<file path="src/rtl/core/lfpd_lane.sv">
// One sensor lane: dark test, dark substitution and weighting by the
// sensor index. Registered output. No package dependency.
`default_nettype none

module lfpd_lane #(
  parameter int SENSOR_BITS = 16,
  parameter int WEIGHT      = 0,
  parameter int VW          = (SENSOR_BITS > 12) ? SENSOR_BITS : 12,
  parameter int PW          = VW + 3
) (
  input  wire logic          clk,
  input  wire logic          en,
  input  wire logic [15:0]   reading,
  input  wire logic [15:0]   dark_threshold,
  input  wire logic [11:0]   dark_value,
  output logic      [PW-1:0] weighted,
  output logic               dark
);

  logic [15:0]   raw;
  logic          is_dark;
  logic [VW-1:0] value;

  always_comb begin
    raw     = 16'(reading[SENSOR_BITS-1:0]);
    is_dark = raw > dark_threshold;
    value   = is_dark ? VW'(dark_value) : VW'(reading[SENSOR_BITS-1:0]);
  end

  always_ff @(posedge clk) begin
    if (en) begin
      weighted <= PW'(value) * PW'(WEIGHT);
      dark     <= is_dark;
    end
  end

endmodule

`default_nettype wire

</file>
<file path="config.mk">
export PLATFORM = sky130hd
export DESIGN_NAME = lfpd_lane
export DESIGN_NICKNAME = d
export VERILOG_FILES = /design/src/rtl/core/lfpd_lane.sv
export SDC_FILE = /design/constraint.sdc
export NUM_CORES = 1
export LEC_CHECK = 0
export BUFFER_PORTS_ARGS = -buffer_cell sky130_fd_sc_hd__buf_4
export CORE_AREA = 2 2 40 50
export CTS_BUF_LIST = sky130_fd_sc_hd__clkbuf_8 sky130_fd_sc_hd__clkbuf_16
export CTS_CLUSTER_SIZE = 10
export DETAILED_ROUTE_END_ITERATION = 8
export DIE_AREA = 0 0 42 52
export GPL_TIMING_DRIVEN = 0
export PLACE_DENSITY = 0.81
export SLEW_MARGIN = 10
export SYNTH_ARGS = -nofsm -noshare
export SYNTH_HDL_FRONTEND = slang
export SYNTH_SLANG_ARGS = --single-unit
export TNS_END_PERCENT = 10
</file>
<file path="constraint.sdc">
create_clock -name clk -period 2.8 [get_ports clk]
set_clock_uncertainty 0.2 [all_clocks]
set_input_delay 0.42 -clock clk [delete_from_list [all_inputs] [get_ports clk]]
set_output_delay 0.42 -clock clk [all_outputs]
set_load 0.03 [all_outputs]
</file>
==> results.cfg <==
[routing]
drcViolationCount = 0
viasPerCell = 3.99
drtIter0Drc = 4
ant_nets = 0
vias = 590
dr.pass1.iters = 4
drt_wl_total_mm = 1.24
wire_per_inst_um = 8.36

[run]
drv_cap = 0

[timing]
clock.fmax_ghz = 0.460
hold_ws_ns = 0.417
setup-violations-final = 0
drv_slew = 0
min_period_ns = 2.17
period_share = 0.776
setup_tns_ns = 0
hold_viol_final = 0
rsz0062_at_grt = false
worst_slack_ns = 0.626

[cts]
post-cts-setup-buffer-count = 0
cts.clk_slew.worst_paths_ns = 0
cts_hold_buffers = 0
post_cts_resized = 0

[critical_path]
path_class = in2reg
startpoint_type = input pin
cp.arrival_ns = 1.71
cp_data_required_time_ns = 2.34
cp_max_fo = 3
crit_path_end_kind = flip-flop

[global_routing]
grt_start_max_net_pins = 4
grt_overflow = 0
track_usage = 0.111
grt_pass1_wl_mm = 1.97
grt_pass1_vias = 539
antenna_found_initial = 0

[floorplan]
die_x_um = 42
die_y_um = 52
core-area_sq_um = 1720
fp.dieArea_sq_um = 2180
num_rows = 17
initial_core_util = 0.338
io_pins = 66

[pwr]
p_int_w = 0.0000903
p_leak_nw = 0.592
switchingPower_w = 0.0000742
power_frac_seq = 0.118
fin_total_pwr_w = 0.000164
switching_share = 0.451
irDropWorstVdd_v = 0.0000905
powerDensity_nw_per_um2 = 177
pwr-share-clk = 0
p_comb_frac = 0.882

[layout]
mostFrequentLayoutCell = buf_4
regMostFlops = dark
layout-area-overhead-vs-synth_pct = 59.4
fillers = 173
drive_gt1_frac = 0.426
final_nets = 193
final_cell_mix = buf_4 (53), conb_1 (19), inv_1 (16), ha_1 (16), a21oi_1 (6)
fin_area_sq_um = 930
largest_register_ff_count = 1
diodes = 0
reg_top3 = dark x1

[synthesis]
synth_compound_area_frac = 0.133
yosys.area_share.adder = 0.343
synth_top_cell_by_area = ha_1
ys_warn_count = 0
synth-edff-count = 1
synth_ff_type = edfxtp_1
synthTopCellsByArea = ha_1 (34%), buf_4 (24%), inv_1 (10%)
synthCells = 77
syn_avg_cell_area_sq_um = 7.57
synth_top_family_by_area = buffers and inverters
async_flop_share = 0
seq_area_frac_synth = 0.0515
synth-simple-area-share = 0.118
synth_xor_area_frac = 0
synthMuxAreaShare = 0
synth_top_area_frac = 0.343
synth_seq_cells = 1
synth_cell_types = 18
netlist_area_sq_um = 583

[place]
gp_congestion = 0.699
numPortBuffers = 34
place_area_sq_um = 930
dp.final_hpwl_mm = 1.22
pre_cts_ws_ns = 0.613

[run_status]
status = complete, no violations

[worst_hold_path]
min_path_type = in2reg
-- cells by family (layout without fill, tap and decap cells) --
group           after synthesis  after routing
buf+inv                      35             69
fa+ha+maj                    16             16
compound gates               12             12
simple gates                 12             12
other cells                   1             19
flops                         1              1
-- Yosys cell counts (2+ instances only) --
cell and instances:
a21oi_1 6, ha_1 16, o21ai_0 2, nand3_1 2
nand4_1 3, inv_1 16, nand2_1 3, buf_4 19
-- path summary, 6_finish.rpt --
path	startpoint	end	cells after the start
worst min-delay path	en	dark$_DFFE_PP_	1
worst max-delay path	reading[14]	dark$_DFFE_PP_	6
-- final cells by class --
class	instances	area (sq um)	area share
tap	19	23.8	0.0256
buffer	19	143	0.153
timing repair buffer	34	255	0.275
sequential	1	30.0	0.0323
multi-input combinational	59	418	0.450
inverter	16	60.1	0.0646
-- power by group through the flow --
| stage | Clock [W] | Combinational [W] | Sequential, W |
|---|---|---|---|
| after floorplan | 0 | 0.0000931 | 0.0000231 |
| after global placement | 0 | 0.000140 | 0.0000193 |
| after detailed placement | 0 | 0.000146 | 0.0000194 |
| after CTS | 0 | 0.000146 | 0.0000194 |
| after global routing | 0 | 0.000160 | 0.0000195 |
| final | 0 | 0.000145 | 0.0000194 |
-- layer usage --
layer / share of wire / global-route usage / wire length [um]
met1: 0.32 / 0.108 / 402
met2: 0.58 / 0.250 / 716
met3: 0.095 / 0.0139 / 118
met4: 0 / 0 / 0
met5: 0 / 0 / 0
-- through the flow --
stage / std cells / util
after floorplan: 95 / -
after global placement: 148 / 0.540
after detailed placement: 148 / 0.540
after CTS: 148 / 0.540
after global routing: 148 / 0.540
final: 148 / 0.540
-- worst max-delay path, cell delays in order --
cell	delay, ns
buf_4	0.11
ha_1	0.32
a21oi_1	0.15
nand2_1	0.07
a221o_1	0.35
o31a_1	0.30
No activity file was read; power rests on OpenSTA's default activity.
