[config.mk]
export PLATFORM = sky130hd
export DESIGN_NAME = lfpd_pd_flat
export DESIGN_NICKNAME = d
export VERILOG_FILES = /design/src/rtl/core/lfpd_pkg.sv /design/src/rtl/core/lfpd_steer_if.sv /design/src/rtl/core/lfpd_pd.sv /design/src/flat_wrapper.sv
export SDC_FILE = /design/constraint.sdc
export NUM_CORES = 2
export LEC_CHECK = 0
export ABC_AREA = 1
export BUFFER_PORTS_ARGS = -buffer_cell sky130_fd_sc_hd__clkbuf_2
export CORE_MARGIN = 2
export CORE_UTILIZATION = 60
export DETAILED_ROUTE_END_ITERATION = 7
export MAX_ROUTING_LAYER = met4
export PLACE_DENSITY = 0.83
export SYNTH_ARGS = -nofsm -noshare
export SYNTH_HDL_FRONTEND = slang
export SYNTH_SLANG_ARGS = --single-unit
export TNS_END_PERCENT = 100
[constraint.sdc]
create_clock -name clk -period 10.6 [get_ports clk]
set_clock_uncertainty 0.2 [all_clocks]
set_input_delay 1.06 -clock clk [delete_from_list [all_inputs] [get_ports clk]]
set_output_delay 1.06 -clock clk [all_outputs]
set_load 0.03 [all_outputs]
[src/rtl/core/lfpd_pkg.sv]
// Package for the line-follower PD steering block.
// Holds the register indexes, reset values and servo pulse limits.
// No dependencies.
`default_nettype none

package lfpd_pkg;

  localparam int NUM_SENSORS = 8;
  localparam int CFG_IDX_W   = 3;
  localparam int CFG_DATA_W  = 16;

  typedef enum logic [CFG_IDX_W-1:0] {
    CFG_GOAL_POSITION  = 3'd0,
    CFG_KP_GAIN        = 3'd1,
    CFG_KD_GAIN        = 3'd2,
    CFG_DARK_THRESHOLD = 3'd3,
    CFG_DARK_VALUE     = 3'd4
  } cfg_idx_t;

  localparam logic [13:0] GOAL_RESET      = 14'd2250;
  localparam logic [15:0] KP_RESET        = 16'd1638;
  localparam logic [15:0] KD_RESET        = 16'd197;
  localparam logic [15:0] THRESHOLD_RESET = 16'd1000;
  localparam logic [11:0] DARK_RESET      = 12'd2500;

  localparam logic [10:0] LEFT_BASE  = 11'd1520;
  localparam logic [10:0] LEFT_MIN   = 11'd1490;
  localparam logic [10:0] RIGHT_BASE = 11'd1460;
  localparam logic [10:0] RIGHT_MAX  = 11'd1490;
  // Width of the band between base and limit, in microseconds.
  localparam int          PULSE_SPAN = 30;

  localparam logic signed [15:0] ERR_MAX = 16'sh7FFF;
  localparam logic signed [15:0] ERR_MIN = -16'sh8000;

  // Result of the merge stage, handed to the PD stage.
  typedef struct packed {
    logic               at_int;
    logic signed [15:0] err;
  } merge_res_t;

endpackage

`default_nettype wire

[src/rtl/core/lfpd_steer_if.sv]
// Steering result channel: valid/ready handshake, servo pulses and
// PD correction. Depends on nothing.
`default_nettype none

interface lfpd_steer_if;
  logic               valid;
  logic               ready;
  logic [10:0]        left_pulse;
  logic [10:0]        right_pulse;
  logic               at_intersection;
  logic signed [17:0] drive_adjust;

  modport source (output valid, left_pulse, right_pulse, at_intersection,
                  drive_adjust, input ready);
  modport sink (input valid, left_pulse, right_pulse, at_intersection,
                drive_adjust, output ready);
endinterface

`default_nettype wire

[src/rtl/core/lfpd_pd.sv]
// PD stage: derivative against the stored error, the two gain products,
// truncation toward zero and the clamped servo pulses. Uses lfpd_pkg.
`default_nettype none

module lfpd_pd (
  input  wire logic                 clk,
  input  wire logic                 rst,
  input  wire logic                 in_valid,
  output logic                      in_ready,
  input  wire lfpd_pkg::merge_res_t res,
  input  wire logic [15:0]          kp_gain,
  input  wire logic [15:0]          kd_gain,
  lfpd_steer_if.source              steer
);

  logic                v_prod;
  logic                en_prod;
  logic                en_out;
  logic signed [15:0]  previous_error;
  logic signed [16:0]  err_diff;
  logic signed [33:0]  prod_p;
  logic signed [33:0]  prod_d;
  logic                at_prod;

  logic signed [34:0]  acc;
  logic signed [18:0]  quot;
  logic signed [17:0]  adj;
  logic signed [17:0]  left_sum;
  logic signed [17:0]  right_sum;
  logic [10:0]         left_next;
  logic [10:0]         right_next;

  always_comb begin
    en_out   = !steer.valid || steer.ready;
    en_prod  = !v_prod || en_out;
    in_ready = en_prod;
    err_diff = 17'(res.err) - 17'(previous_error);

    acc  = 35'(prod_p) + 35'(prod_d);
    quot = 19'(acc >>> 16);
    // round toward zero: bump a negative quotient with a nonzero remainder
    if (acc[34] && (acc[15:0] != 16'd0)) begin
      quot = quot + 19'sd1;
    end
    adj = 18'(quot);

    left_sum  = 18'(lfpd_pkg::LEFT_BASE) + adj;
    right_sum = 18'(lfpd_pkg::RIGHT_BASE) + adj;
    if (adj >= 18'sd0) begin
      left_next = lfpd_pkg::LEFT_BASE;
    end else if (adj <= -18'(lfpd_pkg::PULSE_SPAN)) begin
      left_next = lfpd_pkg::LEFT_MIN;
    end else begin
      left_next = 11'(left_sum);
    end
    if (adj <= 18'sd0) begin
      right_next = lfpd_pkg::RIGHT_BASE;
    end else if (adj >= 18'(lfpd_pkg::PULSE_SPAN)) begin
      right_next = lfpd_pkg::RIGHT_MAX;
    end else begin
      right_next = 11'(right_sum);
    end
  end

  always_ff @(posedge clk) begin
    if (rst) begin
      v_prod         <= 1'b0;
      steer.valid    <= 1'b0;
      previous_error <= 16'sd0;
    end else begin
      if (en_prod) begin
        v_prod <= in_valid;
        // advance the stored error as each transaction enters the products
        if (in_valid) begin
          previous_error <= res.err;
        end
      end
      if (en_out) begin
        steer.valid <= v_prod;
      end
    end
  end

  always_ff @(posedge clk) begin
    if (en_prod) begin
      prod_p  <= $signed({18'd0, kp_gain}) * 34'(res.err);
      prod_d  <= $signed({18'd0, kd_gain}) * 34'(err_diff);
      at_prod <= res.at_int;
    end
    if (en_out) begin
      steer.left_pulse      <= left_next;
      steer.right_pulse     <= right_next;
      steer.at_intersection <= at_prod;
      steer.drive_adjust    <= adj;
    end
  end

endmodule

`default_nettype wire
[src/flat_wrapper.sv]
// flat-port wrapper written by rule: the top's interface ports become plain ports
module lfpd_pd_flat 
  (clk, rst, in_valid, in_ready, res, kp_gain, kd_gain, steer_valid, steer_left_pulse, steer_right_pulse, steer_at_intersection, steer_drive_adjust, steer_ready);
  lfpd_steer_if steer_i ();
  input  wire logic clk;
  input  wire logic rst;
  input  wire logic in_valid;
  output logic in_ready;
  input  wire lfpd_pkg::merge_res_t res;
  input  wire logic [15:0] kp_gain;
  input  wire logic [15:0] kd_gain;
  output wire logic [$bits(steer_i.valid)-1:0] steer_valid;
  output wire logic [$bits(steer_i.left_pulse)-1:0] steer_left_pulse;
  output wire logic [$bits(steer_i.right_pulse)-1:0] steer_right_pulse;
  output wire logic [$bits(steer_i.at_intersection)-1:0] steer_at_intersection;
  output wire logic [$bits(steer_i.drive_adjust)-1:0] steer_drive_adjust;
  input wire logic [$bits(steer_i.ready)-1:0] steer_ready;
  assign steer_valid = steer_i.valid;
  assign steer_left_pulse = steer_i.left_pulse;
  assign steer_right_pulse = steer_i.right_pulse;
  assign steer_at_intersection = steer_i.at_intersection;
  assign steer_drive_adjust = steer_i.drive_adjust;
  assign steer_i.ready = steer_ready;
  lfpd_pd u_core (.clk(clk), .rst(rst), .in_valid(in_valid), .in_ready(in_ready), .res(res), .kp_gain(kp_gain), .kd_gain(kd_gain), .steer(steer_i));
endmodule
==> results.md <==
* Height of the die at 215.1 microns
* GRT overflow at 0
* Final worst-path cycle share at 89.64%
* Status: complete, no violations
* Routed WL at 66360 microns
* Hpwl dp at 55160 microns
* Layout area overhead at 6.099%
* # IOs at 96
* Most frequent cells in the layout: inv_1, nand2_1, fa_1
* First-pass GRT wire length at 110300 microns
* Synth Instances at 3423
* Capture point of the worst reg-to-reg path: u_core.prod_d[30]
* Post-route ant nets at 0
* Unrepaired setup endpoints after global routing: no
* CTS tree: done
* R2r worst-path depth at 39
* Worst EP arrival at 9.50 ns
* Wirelength per Cell at 16.28 microns
* Synth warn at 0
* Setup TNS at 0 ns
* Slew headroom at 24.78%
* R2r setup slk at 1.90 ns
* CTS H-tree depth at 4
* Worst Setup End Kind: register
* Slew @ Worst Pin at 1.128 ns
* Worst min path class: register to register
* Skew-Pair Late Insertion Delay at 0.46 ns
* Critical path's most frequent cell: nand2_1
* Overall routing resource usage at 30.98%
* PnR worst setup slack at 1.098 ns
* Post-synthesis instance area at 26730 sq um
* Number of synthesized flops with an enable pin at 109
* Syn avg cell area at 7.809 sq um
* Post-CTS setup buffers at 0
* Detailed Routing Iterations Pass 1 at 6
* Max Slew Vio Count at 0
* Core region area at 44120 sq um
* Number of remaining DRC errors at 0
* HP Start: u_core.at_prod
* Slowest stage cell, crit path: fa_1
* Worst setup SP type: input pin
* DIE AREA at 46260 sq um
* Yosys reg bits at 127
* Async SR Flop Fraction at 0%
* Worst hold path depth at 0
* PortBufs at 95
* Fmax at 105.2 MHz
* Antenna Cells at 0
* Via count at 21830
* Chip width at 215.1 microns
* Clock Path Buffers at 2
* Vias in the first global route at 22540
* Root buffer selected by CTS: clkbuf_16
* Start of the worst register-to-register path: u_core.previous_error[0]
* Crit Path Class: input pin to register
* # setup viols final at 0
* Pre-CTS setup slack at 0.7360 ns
* Post-cts sizing count at 0
* Initial antenna violation count at 0
* Post-layout nets at 4236
* Detailed Route Iter0 Violations at 1712
* Register area share after synthesis at 13.59%
* Worst-path fanout max at 18
* Starting Density at 60.58%
* Final RePlAce weighted congestion at 1.014
* Cts-stage hold buffer count at 0
* CTS sink cnt at 127
* Fin. Hold Viols at 0
* Clock Pin Slew Worst Setup and Hold Paths at 0.07 ns
* Routed vias/inst at 5.357
* Crit path from: res[0]
* Min Clock Period, post-route at 9.502 ns
* Layout cells sized above 1 at 7.723%
* Most common cell after layout, fill and taps aside: inv_1
* Max-capacitance violation count at 0
* Rows at 77
* Main synth FF type: edfxtp_1
* Max stage delay on crit path at 0.55 ns
* Crit path required time at 10.60 ns
* Hold Path End: u_core.steer.at_intersection
* CTS buffer count at 17
* Pin count of the biggest net entering global routing at 70
* Yosys cell types at 51
==> cell families after synthesis <==
| group | after synthesis | synth area share, % |
|---|---|---|
| compound gates | 195 | 4.245 |
| xor+xnor | 74 | 2.495 |
| fa+ha+maj | 713 | 44.75 |
| buf+inv | 966 | 13.64 |
| flops | 127 | 13.59 |
| other cells | 2 | 0.02809 |
| simple gates | 1346 | 21.25 |
==> through the flow <==
stage / utilization, % / instance area (sq um) / cells / hold slack, ns
floorplan: - / 26750 / 3429 / 0.2003
global placement: 62.86 / 27740 / 4043 / 0.2022
detailed placement: 62.86 / 27740 / 4043 / 0.2224
CTS: 64.28 / 28360 / 4075 / 0.2391
global route: 64.28 / 28360 / 4075 / 0.2519
finish: 64.28 / 28360 / 4075 / 0.2309
==> metal layers <==
metal | routed length, microns | global-route usage (%)
met1 | 26750 | 37.89
met5 | 0 | -
met3 | 5027 | 4.558
met4 | 3156 | 14.62
met2 | 31430 | 50.86
==> final cells by class <==
class / instances / area, sq um
Clock buffer: 17 / 425.4
Sequential cell: 127 / 3633
Clock inverter: 15 / 198.9
Multi-Input combinational cell: 2336 / 19490
Fill cell: 3794 / 15760
Inverter: 881 / 3309
Timing Repair Buffer: 107 / 565.5
Tap cell: 592 / 740.7
==> flip-flops by register name (all words and copies together) (netlist names) <==
signal	cells
u_core.at_prod	1
u_core.previous_error	16
u_core.prod_d	34
u_core.prod_p	33
u_core.steer.at_intersection	1
u_core.steer.drive_adjust	18
u_core.steer.left_pulse	11
u_core.steer.right_pulse	11
u_core.steer.valid	1
u_core.v_prod	1
==> cell usage after synthesis, types with 7 or more instances <==
cell type  number  area [sq um]
nand2_2        32         200.2
nor2_2         21         131.4
inv_2          15         56.30
nand3_2        10         100.1
nor3_1         15         75.07
fa_1          405          8108
xnor2_1        27         236.5
a211oi_1       17         127.6
o21bai_1        7         52.55
nand4_1        18         112.6
nand3_1       106         530.5
ha_1          308          3854
a21oi_1        95         475.5
dfxtp_1        18         360.4
a31oi_1         9         56.30
or2_2          28         175.2
edfxtp_1      109          3273
inv_1         862          3236
o21ai_0        22         110.1
nand2_1       843          3164
clkbuf_1       82         307.8
nor2_1        248         930.9
nor2_4          8         90.09
a21o_1          8         60.06
xor2_1         46         402.9
a21boi_0        8         60.06
o21ai_1        16         80.08
==> worst max-delay path by stage <==
stage,endpoint,slack (ns),cells after the start
after floorplan,u_core.prod_d[30],1.31,43
after global placement,u_core.prod_d[30],0.90,41
after detailed placement,u_core.prod_d[30],0.74,41
after CTS,u_core.prod_d[30],1.22,41
after global routing,u_core.prod_d[30],0.45,41
final,u_core.prod_d[30],1.10,41
==> worst max-delay path: cells and delay by family <==
family	cells	cell delay, ns
adder cells (fa/ha/maj)	9	4.09
AND/OR/NAND/NOR	11	1.09
XOR/XNOR	1	0.15
AO/OA/AOI/OAI	11	1.90
buffers and inverters	9	1.19
Power is not shown: default switching activity piles up to over one toggle a cycle in this logic, so the estimate is an artifact.
