$ cat src/rtl/core/lfpd_pkg.sv
// Package for the line-follower PD steering block.
// Holds the register indexes, reset values and servo pulse limits.
// No dependencies.
`default_nettype none

package lfpd_pkg;

  localparam int NUM_SENSORS = 8;
  localparam int CFG_IDX_W   = 3;
  localparam int CFG_DATA_W  = 16;

  typedef enum logic [CFG_IDX_W-1:0] {
    CFG_GOAL_POSITION  = 3'd0,
    CFG_KP_GAIN        = 3'd1,
    CFG_KD_GAIN        = 3'd2,
    CFG_DARK_THRESHOLD = 3'd3,
    CFG_DARK_VALUE     = 3'd4
  } cfg_idx_t;

  localparam logic [13:0] GOAL_RESET      = 14'd2250;
  localparam logic [15:0] KP_RESET        = 16'd1638;
  localparam logic [15:0] KD_RESET        = 16'd197;
  localparam logic [15:0] THRESHOLD_RESET = 16'd1000;
  localparam logic [11:0] DARK_RESET      = 12'd2500;

  localparam logic [10:0] LEFT_BASE  = 11'd1520;
  localparam logic [10:0] LEFT_MIN   = 11'd1490;
  localparam logic [10:0] RIGHT_BASE = 11'd1460;
  localparam logic [10:0] RIGHT_MAX  = 11'd1490;
  // Width of the band between base and limit, in microseconds.
  localparam int          PULSE_SPAN = 30;

  localparam logic signed [15:0] ERR_MAX = 16'sh7FFF;
  localparam logic signed [15:0] ERR_MIN = -16'sh8000;

  // Result of the merge stage, handed to the PD stage.
  typedef struct packed {
    logic               at_int;
    logic signed [15:0] err;
  } merge_res_t;

endpackage

`default_nettype wire

$ cat src/rtl/core/lfpd_merge.sv
// Merge stage: adds the weighted lane values over two registered
// levels, forms the position and the saturated error. Uses lfpd_pkg.
`default_nettype none

module lfpd_merge #(
  parameter int PW = 19
) (
  input  wire logic                   clk,
  input  wire logic                   rst,
  input  wire logic                   in_valid,
  output logic                        in_ready,
  input  wire logic [7:0][PW-1:0]     weighted,
  input  wire logic [7:0]             dark,
  input  wire logic [13:0]            goal_position,
  output logic                        out_valid,
  input  wire logic                   out_ready,
  output lfpd_pkg::merge_res_t        res
);

  localparam int HW = PW + 2;
  localparam int SW = PW + 3;
  localparam int EW = ((PW > 14) ? PW : 14) + 2;

  logic          v_half;
  logic          en_half;
  logic          en_res;
  logic [HW-1:0] half_lo;
  logic [HW-1:0] half_hi;
  logic          all_dark;

  logic [SW-1:0]        sum;
  logic [PW-1:0]        position;
  logic signed [EW-1:0] diff;
  logic signed [15:0]   err_sat;

  always_comb begin
    en_res   = !out_valid || out_ready;
    en_half  = !v_half || en_res;
    in_ready = en_half;

    sum      = SW'(half_lo) + SW'(half_hi);
    position = PW'(sum >> 3);
    diff     = $signed(EW'(goal_position)) - $signed(EW'(position));
    if (diff > EW'(lfpd_pkg::ERR_MAX)) begin
      err_sat = lfpd_pkg::ERR_MAX;
    end else if (diff < EW'(lfpd_pkg::ERR_MIN)) begin
      err_sat = lfpd_pkg::ERR_MIN;
    end else begin
      err_sat = 16'(diff);
    end
  end

  always_ff @(posedge clk) begin
    if (rst) begin
      v_half    <= 1'b0;
      out_valid <= 1'b0;
    end else begin
      if (en_half) begin
        v_half <= in_valid;
      end
      if (en_res) begin
        out_valid <= v_half;
      end
    end
  end

  always_ff @(posedge clk) begin
    if (en_half) begin
      half_lo  <= HW'(weighted[0]) + HW'(weighted[1]) + HW'(weighted[2])
                + HW'(weighted[3]);
      half_hi  <= HW'(weighted[4]) + HW'(weighted[5]) + HW'(weighted[6])
                + HW'(weighted[7]);
      all_dark <= &dark;
    end
    if (en_res) begin
      res.err    <= err_sat;
      res.at_int <= all_dark;
    end
  end

endmodule

`default_nettype wire

$ cat config.mk
export PLATFORM = sky130hd
export DESIGN_NAME = lfpd_merge
export DESIGN_NICKNAME = d
export VERILOG_FILES = /design/src/rtl/core/lfpd_pkg.sv /design/src/rtl/core/lfpd_merge.sv
export SDC_FILE = /design/constraint.sdc
export NUM_CORES = 1
export LEC_CHECK = 0
export BUFFER_PORTS_ARGS = -buffer_cell sky130_fd_sc_hd__buf_4
export CORE_MARGIN = 5
export CORE_UTILIZATION = 40
export DETAILED_ROUTE_END_ITERATION = 12
export PLACE_DENSITY = 0.69
export SLEW_MARGIN = 20
export SYNTH_ARGS = -nofsm -noshare
export SYNTH_HDL_FRONTEND = slang
export SYNTH_SLANG_ARGS = --single-unit
$ cat constraint.sdc
create_clock -name clk -period 8.3 [get_ports clk]
set_input_delay 0.415 -clock clk [delete_from_list [all_inputs] [get_ports clk]]
set_output_delay 0.415 -clock clk [all_outputs]
set_load 0.05 [all_outputs]
==> run summary, run 1 <==
- **routed vias** 5148
- **largest fanout of any net on the critical path** 15
- **worst path arrival time** 4.45 ns
- **placeable core region** 16000 um^2
- **Critical Path Most Common Cell** o21ai_0
- **synthesized instance count** 584
- **count of nets left with antenna violations after detail routing** 0
- **highest-count cells in the layout ignoring fill and taps** 196 x buf_4, 77 x fa_1, 74 x ha_1
- **die height** 138 um
- **Yosys warnings** 0
- **fraction of layout instances using a drive strength above 1** 0.291
- **placer's final routability congestion estimate** 0.791
- **Mean Syn Cell Area** 11.3 um^2
- **number of design rule violations left after detail routing** 0
- **critical path's largest stage delay** 0.49 ns
- **ratio of final minimum period to clock period** 0.530
- **number of post-CTS setup repair buffers** 0
- **clk sinks** 62
- **final design area excluding fillers** 8610 um^2
- **worst slew margin relative to its limit** 0.338
- **setup slack of the most critical reg-to-reg path** 3.90 ns
- **die width** 138 um
- **static power due to leakage** 0.00382 uW
- **number of nets in the finished design** 1118
- **1st-iter DRT viols** 218
- **startpoint kind of the worst setup timing path** flop
- **Critical Path Slowest Stage Cell** o22a_1
- **crit-path cells** ha_1 > a21oi_1 > o21ai_0 > a21o_1 > and2_1 > o21ai_0 > o31ai_1 > ha_1 > nand3_1 > a211oi_1 > o2111ai_1 > a31oi_1 > nor2_1 > a41oi_1 > o22a_1 > o21ai_0
- **Fin Setup TNS** 0 ns
- **count of max-cap constraint violations** 0
- **buffers from clock root to sink, at most** 2
- **final critical-path required period** 4.40 ns
- **largest net degree at the start of global routing** 45
- **required time reported for the critical path endpoint** 8.35 ns
- **wire length of the first global-routing pass** 25300 um
- **flops & latches, synth** 62
- **Crit Path Class** flop to flop
- **antenna diode count** 0
- **CP Launch Point** half_lo[5]$_DFFE_PP_
- **Layout Cells excl Fill** 1010
- **cell count after placement** 994
- **Worst-path clk slew** 0.05 ns
- **unrepaired setup endpoints after global routing** false
- **vias in the first global route** 5702
- **outcome** finished clean
- **final hold viol count** 0
- **number of H-tree branching levels** 3
- **TritonRoute pass-1 iters** 4
- **Cell variety after synth** 57
- **antenna violations before repair** 0
- **worst slew pin tran** 0.990 ns
- **area of the die** 19100 um^2
- **power density cells** 424 nW/um^2
- **layout overhead on the synthesized area** 31.0%
- **CTS Root Cell** clkbuf_16
- **IO Pins** 197
- **initial core utilization** 0.411
- **dominant synthesized flop cell** edfxtp_1
- **number of flops mapped to enable cells by yosys** 60
- **Peak Freq** 227 MHz
- **HP Start** rst
- **num rows** 46
- **wire length reported by the detailed router** 15200 um
- **class of the tightest hold or removal check** primary input to flop
- **Final Skew** 0.00618 ns
- **capturing element type of the critical path** flop
- **post-CTS resize count** 0
- **overall power of the completed layout** 3650 uW
- **Port Buffer Count** 196
- **most common cell after layout, fill and taps aside** buf_4
- **number of buffers inserted during clock tree synthesis** 9
- **final number of max-transition violations** 0
- **Async SR Flop Fraction** 0
- **IR drop worst, VDD** 0.000228 V
- **total routing usage reported by global routing** 0.157
- **Reg2Reg Launch Point** half_lo[5]$_DFFE_PP_
- **Final setup viols** 0
- **via-per-instance ratio** 5.10
- **TritonCTS clock tree** built
- **WL per Instance** 15.0 um
- **Hold Buf Count CTS** 0
- **clock latency of the later-clocked register in the worst-skew pair** 0.33 ns
- **cell area after synthesis** 6570 um^2
- **HPWL Detailed** 13400 um
- **overflow left after global routing** 0
- **cell area reported after detailed placement** 8300 um^2
- **Syn Nets** 913
- **part of the Yosys area used for sequential elements** 0.280
[where the power goes]
part | switching (uW) | total, uW | internal (uW)
Sequential | 45.7 | 593 | 548
Clock | 136 | 396 | 260
Combinational | 1490 | 2660 | 1170
[stage by stage]
stage	util	hold slack (ns)	setup slack (ns)
2_1_floorplan	-	0.400	4.34
3_3_place_gp	0.519	0.411	3.99
3_5_place_dp	0.519	0.412	3.90
4_1_cts	0.538	0.232	3.90
5_1_grt	0.538	0.236	3.52
6_report	0.538	0.247	3.90
[registers in the layout (all words and copies together) (netlist names)]
signal and flops:
all_dark 1, half_hi 21, half_lo 21, out_valid 1, res 17, v_half 1
[cell families after synthesis]
family | Yosys count | share of synthesized area
XOR/XNOR | 47 | 0.0626
buffers and inverters | 26 | 0.0166
adder cells (fa/ha/maj) | 151 | 0.375
flip-flops | 62 | 0.280
AO/OA/AOI/OAI | 140 | 0.149
AND/OR/NAND/NOR | 158 | 0.117
[final timing paths]
check / endpoint / cells after the start
hold / removal: out_valid$_SDFFE_PP0P_ / 2
setup / recovery: res[13]$_SDFFCE_PN1P_ / 16
setup reg to reg: res[13]$_SDFFCE_PN1P_ / 16
hold reg to reg: res[16]$_DFFE_PP_ / 0
[synthesized netlist by cell type (all sizes together), types with 3 or more instances]
cell type	count	area [um^2]
xnor2	31	272
nor3	19	95.1
or2	4	25.0
nand3	13	65.1
and3	10	62.6
o21ai	33	169
nor2b	10	70.1
edfxtp	60	1800
nand2	29	109
a21oi	36	199
inv	24	90.1
a31oi	8	56.3
xor2	16	140
a21o	9	67.6
ha	74	926
nand2b	6	37.5
nor2	52	198
o31ai	7	57.6
o21a	11	82.6
o41ai	3	52.6
a211oi	5	37.5
or4	3	26.3
and2	4	25.0
o211ai	4	40.0
fa	77	1540
o21bai	4	30.0
o31a	5	43.8
[worst max-delay path, delay by kind of cell (launching register included)]
| kind | cells | cell delay (ns) |
|---|---|---|
| fa+ha+maj | 2 | 0.75 |
| simple gates | 3 | 0.39 |
| flops | 1 | 0.38 |
| compound gates | 11 | 2.60 |
[per-layer routing]
metal | track usage | vias up | wire length (um)
met5 | 0 | - | 0
met2 | 0.282 | 180 | 7560
met4 | 0.0416 | 0 | 214
met3 | 0.0366 | 15 | 943
met1 | 0.190 | 2402 | 6460
li1 | - | 2551 | -
[final cells by class]
cell class / count / area (um^2)
timing repair buffer: 196 / 1470
multi-input combinational: 496 / 4620
tap: 216 / 270
fill: 1402 / 7390
inverter: 24 / 90.1
sequential: 62 / 1840
clock buffer: 9 / 225
clock inverter: 7 / 88.8
No activity file was read; power rests on OpenSTA's default activity.
==> inputs of run 2 (changes only) <==
Clock period 8.3 ns to 4.4 ns, I/O delays scaled along.
==> run summary, run 2 (synthesis results as in run 1) <==
- **antenna violations before repair** 0, unchanged
- **IO Pins** 197, unchanged
- **final worst hold slack** 0.0631 ns, -0.184 ns
- **fin worst setup slack** 0.318 ns, -3.58 ns
- **final number of max-transition violations** 0, unchanged
- **largest net degree at the start of global routing** 45, unchanged
- **TritonRoute pass-1 iters** 4, unchanged
- **startpoint kind of the worst setup timing path** flop
- **initial core utilization** 0.411, unchanged
- **HP Start** rst
- **power density cells** 815 nW/um^2, +92%
- **reg-to-reg endpoint** res[11]$_SDFFCE_PN1P_
- **unrepaired setup endpoints after global routing** false
- **Reg2Reg Launch Point** half_lo[1]$_DFFE_PP_
- **Worst-path clk slew** 0.06 ns, about the same
- **Worst Reg-to-Reg Cells** 18, +2
- **area of the die** 19100 um^2, unchanged
- **Largest regs** half_hi x21, half_lo x21, res x17
- **WL per Instance** 15.2 um, +1.4%
- **class of the tightest hold or removal check** primary input to flop
- **switching power share of the total** 0.464, +0.00561
- **antenna diode count** 0, unchanged
- **worst slew margin relative to its limit** 0.328, -0.00936
- **die width** 138 um, unchanged
- **CTS Root Cell** clkbuf_16
- **ratio of final minimum period to clock period** 0.928, +0.397
- **wire length of the first global-routing pass** 25900 um, +2.3%
- **largest fanout of any net on the critical path** 15, unchanged
- **clock latency of the later-clocked register in the worst-skew pair** 0.32 ns, about the same
- **static power due to leakage** 0.00384 uW, +0.31%
- **final critical-path required period** 4.08 ns, -0.319 ns
- **fraction of layout instances using a drive strength above 1** 0.304, +0.0133
- **IR drop worst, VDD** 0.000443 V, +94%
- **number of H-tree branching levels** 3, unchanged
- **num rows** 46, unchanged
- **1st-iter DRT viols** 161, -26%
- **setup slack of the most critical reg-to-reg path** 0.32 ns, -3.58 ns
- **Peak Freq** 245 MHz, +7.8%
- **number of buffers inserted during clock tree synthesis** 9, unchanged
- **capturing element type of the critical path** flop
- **clk sinks** 62, unchanged
- **number of nets in the finished design** 1126, +0.72%
- **pre-CTS setup slack** 0.0743 ns, -3.82 ns
- **Hold Crit Depth** 2, unchanged
- **worst slew pin tran** 1.00 ns, +0.0140 ns
- **Hold Buf Count CTS** 0, unchanged
- **layout overhead on the synthesized area** 31.6%
- **vias in the first global route** 5618, -1.5%
- **Port Buffer Count** 196, unchanged
- **buffers from clock root to sink, at most** 2, unchanged
- **Gate power share** 0.751, +0.022
- **highest-count cells in the layout ignoring fill and taps** 204 x buf_4, 77 x fa_1, 74 x ha_1
- **part of the total power dissipated in sequential elements** 0.158, -0.005
- **overflow left after global routing** 0, unchanged
- **outcome** finished clean
- **most common cell after layout, fill and taps aside** buf_4
- **TritonCTS clock tree** built
- **Final Util** 0.541, +0.00250
- **routed vias** 5167, +0.37%
- **Internal** 3780 uW, +91%
- **number of design rule violations left after detail routing** 0, unchanged
- **placeable core region** 16000 um^2, unchanged
- **count of nets left with antenna violations after detail routing** 0, unchanged
- **net switching power** 3270 uW, +96%
- **terminating pin of the worst hold path** v_half$_SDFFE_PP0P_
- **Final setup viols** 0, unchanged
- **die height** 138 um, unchanged
- **worst path arrival time** 4.24 ns, -0.21 ns
- **placer's final routability congestion estimate** 0.816, +3.3%
- **Crit Path Class** flop to flop
- **Fin Setup TNS** 0 ns, unchanged
- **total routing usage reported by global routing** 0.161, +0.00368
- **required time reported for the critical path endpoint** 4.55 ns, -3.80 ns
- **Final Skew** 0.00614 ns, -0.0000414 ns
- **clock share of power** 0.091, -0.018
- **Fill cells** 1419, +1.2%
- **HPWL Detailed** 13700 um, +1.7%
- **wire length reported by the detailed router** 15500 um, +2.3%
- **final hold viol count** 0, unchanged
- **final design area excluding fillers** 8650 um^2, +0.46%
- **cell area reported after detailed placement** 8310 um^2, +0.18%
- **via-per-instance ratio** 5.08, -0.42%
- **count of max-cap constraint violations** 0, unchanged
run 2: cell count changes in the layout (fill, tap and decap cells not counted), sizes merged:
cell	previous run	this run
buf	196	204
bufinv	2	0
clkinv	4	3
clkinvlp	1	4
run 2: worst max-delay path by stage:
stage / startpoint / end / depth (start not counted)
global placement: weighted[77] / half_hi[19]$_DFFE_PP_ / 16
finish: half_lo[1]$_DFFE_PP_ / res[11]$_SDFFCE_PN1P_ / 18
floorplan: half_lo[5]$_DFFE_PP_ / res[3]$_SDFFCE_PN1P_ / 17
CTS: half_lo[5]$_DFFE_PP_ / res[11]$_SDFFCE_PN1P_ / 18
detailed placement: half_lo[5]$_DFFE_PP_ / res[11]$_SDFFCE_PN1P_ / 18
global route: half_lo[1]$_DFFE_PP_ / res[11]$_SDFFCE_PN1P_ / 19
run 2: worst max-delay path, cell delays in order, from the launching register on:
cell,delay (ns)
edfxtp_1,0.37
ha_1,0.31
a31oi_2,0.17
a22oi_2,0.16
buf_4,0.16
a21oi_2,0.19
o211ai_2,0.14
a21oi_2,0.24
xor2_1,0.18
ha_1,0.33
nand3_1,0.12
nand2_1,0.06
a41o_1,0.26
o41ai_4,0.30
o21ai_2,0.14
and2_1,0.17
o22a_1,0.19
buf_4,0.18
o31ai_1,0.23
run 2: final cells by class:
class,count,area (um^2),area share
Timing Repair Buffer,204,1530,0.177
Sequential cell,62,1840,0.213
Multi-Input combinational cell,496,4640,0.536
Clock buffer,9,225,0.0260
Tap cell,216,270,0.0312
Clock inverter,7,51.3,0.00593
Inverter,24,90.1,0.0104
run 2: power by group through the flow:
| stage | combinational, uW | clock [uW] | sequential [uW] |
|---|---|---|---|
| 2_1_floorplan | 3870 | 0 | 1220 |
| 4_1_cts | 5100 | 652 | 1120 |
| 5_1_grt | 5920 | 686 | 1130 |
| 3_5_place_dp | 5070 | 0 | 1130 |
| 6_report | 5290 | 642 | 1120 |
| 3_3_place_gp | 4830 | 0 | 1120 |
run 2: metal layers:
metal / global-route usage / share of wire / wire [um]
met5: 0 / 0 / 0
met2: 0.285 / 0.51 / 7860
met1: 0.202 / 0.43 / 6630
met3: 0.0290 / 0.052 / 803
met4: 0.0447 / 0.014 / 221
run 2: stage by stage:
| step | total power (uW) | instances |
|---|---|---|
| 2_1_floorplan | 5090 | 584 |
| 3_3_place_gp | 5950 | 996 |
| 3_5_place_dp | 6200 | 996 |
| 4_1_cts | 6870 | 1012 |
| 5_1_grt | 7740 | 1018 |
| 6_report | 7050 | 1018 |
run 2: repair_timing:
action,CTS,global route
setup buffers,0,6
endpoints found under the setup margin,0,15
gates resized for setup,0,6
